$ cat src/rtl/core/fcl_pkg.sv
// Shared types, constants and helper functions of the four-floor lift controller.
// Used by the controller and by its port checker; depends on nothing else.
package fcl_pkg;

    localparam int FIELD_W = 4;
    localparam int FLOOR_W = 2;
    localparam int HOLD_W  = 16;

    localparam logic [HOLD_W-1:0] HOLD_RESET = 16'd100;

    typedef enum logic [1:0] {
        PH_IDLE  = 2'd0,
        PH_GOING = 2'd1,
        PH_HOLD  = 2'd2
    } t_phase;

    typedef enum logic [1:0] {
        DRV_OFF  = 2'd0,
        DRV_UP   = 2'd1,
        DRV_DOWN = 2'd2
    } t_drive;

    typedef struct packed {
        logic               found;
        logic [FLOOR_W-1:0] pos;
    } t_enc;

    // Priority encoder: the lowest set bit wins.
    function automatic t_enc lowest_set(input logic [FIELD_W-1:0] bits);
        t_enc res;
        res.found = 1'b1;
        res.pos   = '0;
        if (bits[0]) begin
            res.pos = 2'd0;
        end else if (bits[1]) begin
            res.pos = 2'd1;
        end else if (bits[2]) begin
            res.pos = 2'd2;
        end else if (bits[3]) begin
            res.pos = 2'd3;
        end else begin
            res.found = 1'b0;
        end
        return res;
    endfunction

endpackage

$ cat src/rtl/core/four_floor_lift_controller.sv
// Four-floor lift controller: state update for one sampled tick per transaction.
// Depends on fcl_pkg for the phase and drive types and the priority encoder.
//
// Usage:
//   Input channel (i_in_valid / o_in_ready) carries one tick: the call button
//   levels and the floor sensor levels. Output channel (o_out_valid /
//   i_out_ready) returns one result transaction per input transaction with
//   the motor drive, floors, status and pending calls after that tick.
//   The hold length is written through i_cfg_wdata when i_cfg_we is high; the
//   user writes it only while the block is idle, which the block itself does not enforce; it resets to 100 ticks.
//   The result is valid in the cycle after input acceptance. Throughput is
//   one transaction per cycle while the receiver does not stall, set by the
//   single state update stage feeding the result register.
//   Reset (synchronous, active low) clears the call latches, floors, hold
//   counter and motor drive, sets the phase to idle and empties the result
//   register.
//   When the receiver stalls, the result register holds its transaction and
//   o_in_ready drops; it rises again in the cycle the result is taken.
module four_floor_lift_controller #(
    parameter int NUM_FLOORS = 4
) (
    input  logic                       i_clk,
    input  logic                       i_rst_n,
    input  logic                       i_cfg_we,
    input  logic [fcl_pkg::HOLD_W-1:0] i_cfg_wdata,
    input  logic                       i_in_valid,
    output logic                       o_in_ready,
    input  logic [fcl_pkg::FIELD_W-1:0] i_call_buttons,
    input  logic [fcl_pkg::FIELD_W-1:0] i_floor_sensors,
    output logic                       o_out_valid,
    input  logic                       i_out_ready,
    output logic                       o_motor_up,
    output logic                       o_motor_down,
    output logic [fcl_pkg::FLOOR_W-1:0] o_current_floor_out,
    output logic [fcl_pkg::FLOOR_W-1:0] o_target_floor_out,
    output logic [1:0]                 o_status,
    output logic [fcl_pkg::FIELD_W-1:0] o_pending_calls
);
    import fcl_pkg::*;

    localparam int FLOOR_LIMIT = (NUM_FLOORS < FIELD_W) ? NUM_FLOORS : FIELD_W;
    localparam logic [FIELD_W-1:0] FLOOR_MASK = FIELD_W'((1 << FLOOR_LIMIT) - 1);

    logic [HOLD_W-1:0]  r_hold_ticks;
    logic [FIELD_W-1:0] r_calls, n_calls;
    t_phase             r_phase, n_phase;
    logic [FLOOR_W-1:0] r_target, n_target;
    logic [FLOOR_W-1:0] r_current, n_current;
    logic [HOLD_W-1:0]  r_hold_cnt, n_hold_cnt;
    t_drive             r_drive, n_drive;
    logic               r_out_valid;

    logic               accept;
    logic [FIELD_W-1:0] buttons;
    logic [FIELD_W-1:0] sensors;
    t_enc               sens_enc;
    t_enc               call_enc;
    logic [FIELD_W-1:0] merged_calls;

    assign o_in_ready = !r_out_valid || i_out_ready;
    assign accept     = i_in_valid && o_in_ready;
    assign buttons    = i_call_buttons & FLOOR_MASK;
    assign sensors    = i_floor_sensors & FLOOR_MASK;
    assign sens_enc   = lowest_set(sensors);
    assign merged_calls = (r_calls | buttons) & FLOOR_MASK;
    assign call_enc   = lowest_set(merged_calls);

    always_comb begin
        n_current  = sens_enc.found ? sens_enc.pos : r_current;
        n_calls    = r_calls;
        n_phase    = r_phase;
        n_target   = r_target;
        n_hold_cnt = r_hold_cnt;
        n_drive    = r_drive;
        case (r_phase)
            PH_GOING: begin
                if (n_current == r_target) begin
                    n_drive    = DRV_OFF;
                    n_calls    = r_calls & ~(FIELD_W'(1) << r_target);
                    n_hold_cnt = r_hold_ticks;
                    n_phase    = PH_HOLD;
                end
            end
            PH_HOLD: begin
                if (r_hold_cnt <= HOLD_W'(1)) begin
                    n_hold_cnt = '0;
                    n_phase    = PH_IDLE;
                end else begin
                    n_hold_cnt = r_hold_cnt - HOLD_W'(1);
                end
            end
            default: begin
                n_phase = PH_IDLE;
                n_calls = merged_calls;
                if (call_enc.found) begin
                    n_target = call_enc.pos;
                    if (call_enc.pos > n_current) begin
                        n_drive = DRV_UP;
                    end else if (call_enc.pos < n_current) begin
                        n_drive = DRV_DOWN;
                    end else begin
                        n_drive = DRV_OFF;
                    end
                    n_phase = PH_GOING;
                end
            end
        endcase
    end

    always_ff @(posedge i_clk) begin
        if (!i_rst_n) begin
            r_hold_ticks <= HOLD_RESET;
        end else if (i_cfg_we) begin
            r_hold_ticks <= i_cfg_wdata;
        end
    end

    always_ff @(posedge i_clk) begin
        if (!i_rst_n) begin
            r_calls     <= '0;
            r_phase     <= PH_IDLE;
            r_target    <= '0;
            r_current   <= '0;
            r_hold_cnt  <= '0;
            r_drive     <= DRV_OFF;
            r_out_valid <= 1'b0;
        end else begin
            if (accept) begin
                r_calls    <= n_calls;
                r_phase    <= n_phase;
                r_target   <= n_target;
                r_current  <= n_current;
                r_hold_cnt <= n_hold_cnt;
                r_drive    <= n_drive;
            end
            if (o_in_ready) begin
                r_out_valid <= i_in_valid;
            end
        end
    end

    assign o_out_valid         = r_out_valid;
    assign o_motor_up          = (r_drive == DRV_UP);
    assign o_motor_down        = (r_drive == DRV_DOWN);
    assign o_current_floor_out = r_current;
    assign o_target_floor_out  = r_target;
    assign o_status            = r_phase;
    assign o_pending_calls     = r_calls;

endmodule

$ cat config.mk
export PLATFORM = sky130hd
export DESIGN_NAME = four_floor_lift_controller
export DESIGN_NICKNAME = d
export VERILOG_FILES = /design/src/rtl/core/fcl_pkg.sv /design/src/rtl/core/four_floor_lift_controller.sv
export SDC_FILE = /design/constraint.sdc
export NUM_CORES = 1
export LEC_CHECK = 0
export BUFFER_PORTS_ARGS = -buffer_cell sky130_fd_sc_hd__buf_2
export CORE_UTILIZATION = 30
export CTS_CLUSTER_DIAMETER = 50
export DETAILED_ROUTE_END_ITERATION = 10
export PLACE_DENSITY = 0.57
export SYNTH_ARGS = -nofsm -noshare
export SYNTH_HDL_FRONTEND = slang
export SYNTH_SLANG_ARGS = --single-unit
$ cat constraint.sdc
create_clock -name i_clk -period 1.8 [get_ports i_clk]
set_input_delay 0.36 -clock i_clk [delete_from_list [all_inputs] [get_ports i_clk]]
set_output_delay 0.36 -clock i_clk [all_outputs]
set_load 0.02 [all_outputs]
# After elaboration in Yosys (flattened, before gate mapping)
# Cells that the tools add are included.
[totals] reg_bits=45 inputBits=29 out_inout_bits=14 word_cells=67
[op_classes] addsub=1 n_lt_le_gt_ge=3 n_eq_ne=7 shift=1 n_mux=31 bitwise=5 n_reduce_logical=11
[ops] operator="$mux 16" count=2
[ops] operator="$pmux 16 s2" count=1
[ops] operator="$mux 2" count=15
[ops] operator="$le 16x1->1 const B" count=1
[ops] operator="$sub 16x1->16 const B" count=1
[ops] operator="$reduce_and 3->1" count=4
[ops] operator="$mux 1" count=9
[ops] operator="$pmux 2 s2" count=2
[ops] operator="$pmux 4 s2" count=1
[ops] operator="$and 4x4->4" count=1
[ops] operator="$eq 2x1->1 const B" count=2
[ops] operator="$eq 2x2->1 const B" count=2
[ops] operator="$mux 4" count=1
[ops] operator="$ne 2x2->1 const B" count=2
[ops] operator="$not 4->4" count=1
[ops] operator="$or 4x4->4" count=1
[ops] operator="$reduce_and 4->1" count=1
[ops] operator="$reduce_bool 2->1" count=2
[ops] operator="$shl 1x2->4 const A" count=1
[ops] operator="$eq 2x2->1" count=1
[ops] operator="$gt 2x2->1" count=1
[ops] operator="$lt 2x2->1" count=1
[ops] operator="$not 1->1" count=2
[ops] operator="$reduce_or 2->1" count=1
[ops] operator="other kinds (3)" count=3

# Longest topological paths before layout
[depth] depth_word=10 mapped_depth=8 depth_no_buf=8

# Worst setup path before layout
# No wires, ideal clock.
[synth_timing] kind="register -> register" start="register r_current[0], in the netlist o_current_floor_out[0]" end="register r_hold_cnt[1]" setup_ns=0.116 arrival_ns=1.825 required_time_ns=1.684 setup_slack_ns=-0.142 path_stages_with_launch=7 n_path_buf=1 period_less_slack_ns=1.942 cell_sequence="dfxtp_1 nor3_2 o31a_1 o41ai_4 nand2_4 buf_6 o211a_1"
[synth_via] elab_chain_len=4
[synth_rtl] element="start, declared" line_no="four_floor_lift_controller.sv:48" source="logic [FLOOR_W-1:0] r_current, n_current;"
[synth_rtl] element="start signal, assigned" line_no="four_floor_lift_controller.sv:132" source="r_current <= n_current;"
[synth_rtl] element="$mux 2" line_no="four_floor_lift_controller.sv:69" source="n_current = sens_enc.found ? sens_enc.pos : r_current;"
[synth_rtl] element="$eq 2x2->1" line_no="four_floor_lift_controller.sv:77" source="if (n_current == r_target) begin"
[synth_rtl] element="$ne 2x2->1 (no source line)"
[synth_rtl] element="$reduce_and 3->1 (no source line)"
[synth_rtl] element="end signal, assigned" line_no="four_floor_lift_controller.sv:133" source="r_hold_cnt <= n_hold_cnt;"
[synth_rtl] element="end, declared" line_no="four_floor_lift_controller.sv:49" source="logic [HOLD_W-1:0] r_hold_cnt, n_hold_cnt;"
# Every way passes these cells.
# A chain may end at the register's enable or synchronous reset.

# Final worst setup path
[layout_timing] start="register r_hold_cnt[0]" end="register r_hold_cnt[9]"
[layout_via] elab_chain_len=3 elab_cells_between_ends=4 cone_classes="1 x add/sub; 1 x order compare; 2 x mux"
[layout_rtl] element="$sub 16x1->16 / $le 16x1->1 (equally long branches)" line_no="four_floor_lift_controller.sv:89, four_floor_lift_controller.sv:85"
[layout_rtl] element="$mux 16 (*)" line_no="four_floor_lift_controller.sv:85" source="if (r_hold_cnt <= HOLD_W'(1)) begin"
[layout_rtl] element="$pmux 16 s2 (*)" line_no="four_floor_lift_controller.sv:75" source="case (r_phase)"
# Every way passes the cells marked *; elsewhere a longest branch is shown, timed or not.

==> metrics.yaml <==
run_status:
  status: "finished with violations"
  violations: "setup timing"
power:
  switchingPower_w: 0.00110
  peakVddDrop_uv: 392
  pwr-share-seq_pct: 36.9
  finalPower_w: 0.00312
  p_comb_share_pct: 42.7
  swShare_pct: 35.2
  pwr-share-clk_pct: 20.3
  pwr_density_cell_mw_per_mm2: 877
  internal-power_w: 0.00202
  p_leak_nw: 1.56
yosys:
  yosys.area.top_type: "dfxtp_1"
  synth_cell_types: 44
  seq_area_frac_synth_pct: 37.3
  synth.avg_cell_area_um2: 8.65
  synth_top_area_share_pct: 37.3
  syn_nets: 315
  synth_area_leaders: "dfxtp_1, mux2i_1, nand2_1"
  synth_flop_cell: "dfxtp_1"
  yosys_warnings: 0
  syn_inst: 279
  synth_edf_count: 0
  ys_seq_elements: 45
  async_flop_share_pct: 0
  netlist_area_mm2: 0.00241
global_route:
  grt_pass1_vias: 2521
  antenna_found_initial: 0
  grt_pass1_wl_um: 12000
  grt-ovfl-total: 0
  grt_start_max_net_pins: 36
  groute.usage.overall_pct: 17.5
layout:
  multi_input_area_mm2: 0.00165
  syn_to_final_growth_pct: 47.4
  final_core_util_pct: 45.8
  fillCellCount: 785
  register_area_um2: 912
  diodes: 0
  fin_nets: 413
  final_common_cell: "buf_4"
  drive_above_1_share_pct: 42.7
  final_cell_mix: "buf_4, buf_2, dfxtp_1, nand2_1, nor2_1"
place:
  dp_worst_setup_slack_ns: -0.251
  port_buffers: 42
  gp_congestion: 0.824
  dpl.hpwl_um: 4980
sta:
  slew_violations: 0
  worstMarginPinSlew_ns: 0.590
  fmaxAchievable_mhz: 545
  rsz0062_at_grt: "true"
  hold_viol_final: 0
  fin_crit_sh_pct: 102
  setup_violations: 12
  worst_slack_ns: -0.0360
  skew_ns: 0.00410
  slew_headroom_pct: 60.6
  period_needed_ns: 1.84
hold_path:
  hold_start: "i_cfg_wdata[5]"
  hold_path.class: "in2reg"
die:
  start_util_pct: 31.1
  io_pins: 43
  die_x_um: 91.7
  row_count: 32
  dieArea_mm2: 0.00840
  die_h_um: 91.7
  core_area_mm2: 0.00777
clocking:
  root_buffer: "clkbuf_8"
  holdBufCountCts: 0
  clockBufferDepth: 2
  h-tree-depth: 2
  tritoncts: "done"
  clkLatencyLatePin_ns: 0.30
  clock_sinks: 45
  cts_buffers: 5
  path_clk_slew_ns: 0.08
setup_path:
  cpMaxStageDelayCell: "or4_1"
  critical-path-max-stage-delay_ns: 0.66
  cp_data_required_time_ns: 1.98
  crit_chain: "or4_1 -> nor2_2 -> buf_4 -> nand2_1 -> a211oi_2 -> o32ai_2"
  critPathMaxFanout: 5
  critical_path_class: "reg2reg"
  arrival_ns: 2.02
  cp_top_family: "simple AND/OR/NAND/NOR gates"
  path_buf_inv: 1
  worstSetupEndpointType: "flip-flop"
  startpoint: "r_hold_cnt[0]$_SDFFE_PN0P_"
  reg2reg_from: "r_hold_cnt[0]$_SDFFE_PN0P_"
  start_kind: "flip-flop"
drt:
  vias: 2517
  post_drt_wl_per_cell_um: 15.1
  drtIter0Drc: 94
  avgViaCountPerCell: 5.25
  antenna_left: 0
  drt-total-wl_um: 7240
  first_pass_iters: 6
  drc: 0
run:
  drv_cap: 0
-- logic make-up (layout without fill, tap and decap cells) --
kind of cell	Yosys count	in the layout	share of synthesized area, %
simple gates	101	102	20.1
compound gates	75	75	24.5
flops	45	45	37.3
buf+inv	27	124	4.56
mux	21	21	8.71
fa+ha+maj	7	7	3.63
xor+xnor	3	3	1.09
-- state kept, by name, indices dropped and copies added (netlist names) --
name	count
r_hold_ticks	16
r_hold_cnt	16
o_target_floor_out	2
o_out_valid	1
o_pending_calls	4
o_current_floor_out	2
r_drive	2
o_status	2
-- tightest hold or removal path, stage by stage --
cell,delay (ns)
buf_2,0.08
mux2i_1,0.05
nand2_1,0.05
-- stage by stage --
stage / setup TNS [ns] / hold WS, ns / std cells / area, um2
floorplan: 0 / 0.438 / 279 / 2430
global route: -1.67 / 0.281 / 479 / 3550
global placement: -3.06 / 0.453 / 469 / 3190
finish: -0.184 / 0.280 / 479 / 3550
CTS: -0.0803 / 0.273 / 479 / 3390
detailed placement: -4.33 / 0.456 / 469 / 3190
-- cells in the mapped netlist, drive strengths merged (2+ instances only) --
cell	number
o211a	4
a32oi	6
or3	5
nor4	8
xnor2	2
o32ai	9
a22o	2
buf	2
nor2	28
clkbuf	11
dfxtp	45
a21o	2
nor3	12
o31a	3
a21oi	11
nor2b	6
nand4	2
nand2	32
o21ai	7
mux2i	21
o31ai	3
ha	7
o41ai	3
inv	13
a211oi	14
a22oi	5
nand3	3
-- final timing paths --
check,endpoint,slack [ns],cells after the start
worst max register to register,r_hold_cnt[9]$_SDFFE_PN0P_,-0.04,6
worst max-delay path,r_hold_cnt[9]$_SDFFE_PN0P_,-0.04,6
worst min-delay path,r_hold_ticks[5]$_SDFFE_PN1P_,0.28,3
worst min register to register,r_hold_ticks[5]$_SDFFE_PN1P_,0.48,2
-- what timing repair did --
item                                    4_1_cts  5_1_grt
endpoints found under the setup margin       21       23
setup buffers                                 2        0
pin swaps                                     5        9
cloned                                        1        0
resized for setup                            23       30
-- layer usage --
| metal | vias up | track usage (%) | part of all wire [%] |
|---|---|---|---|
| met5 | - | 0 | 0 |
| met4 | 0 | 5.95 | 1.4 |
| met3 | 10 | 2.16 | 4.1 |
| met2 | 63 | 29.6 | 48 |
| met1 | 1206 | 23.0 | 46 |
| li1 | 1238 | - | - |
-- power groups by stage --
stage	clock network [W]	logic (W)	registers, W
2_1_floorplan	0	0.000625	0.00119
3_3_place_gp	0	0.00116	0.00116
3_5_place_dp	0	0.00116	0.00116
4_1_cts	0.000660	0.00124	0.00114
5_1_grt	0.000699	0.00145	0.00116
6_report	0.000634	0.00133	0.00115
-- layout make-up --
cell class / count / share of cell area [%]
Multi-Input combinational cell: 208 / 46.5
Timing Repair Buffer: 103 / 20.4
Sequential cell: 45 / 25.7
Tap cell: 102 / 3.59
Clock buffer: 7 / 2.43
Inverter: 14 / 1.48
(Power assumes the default switching activity.)
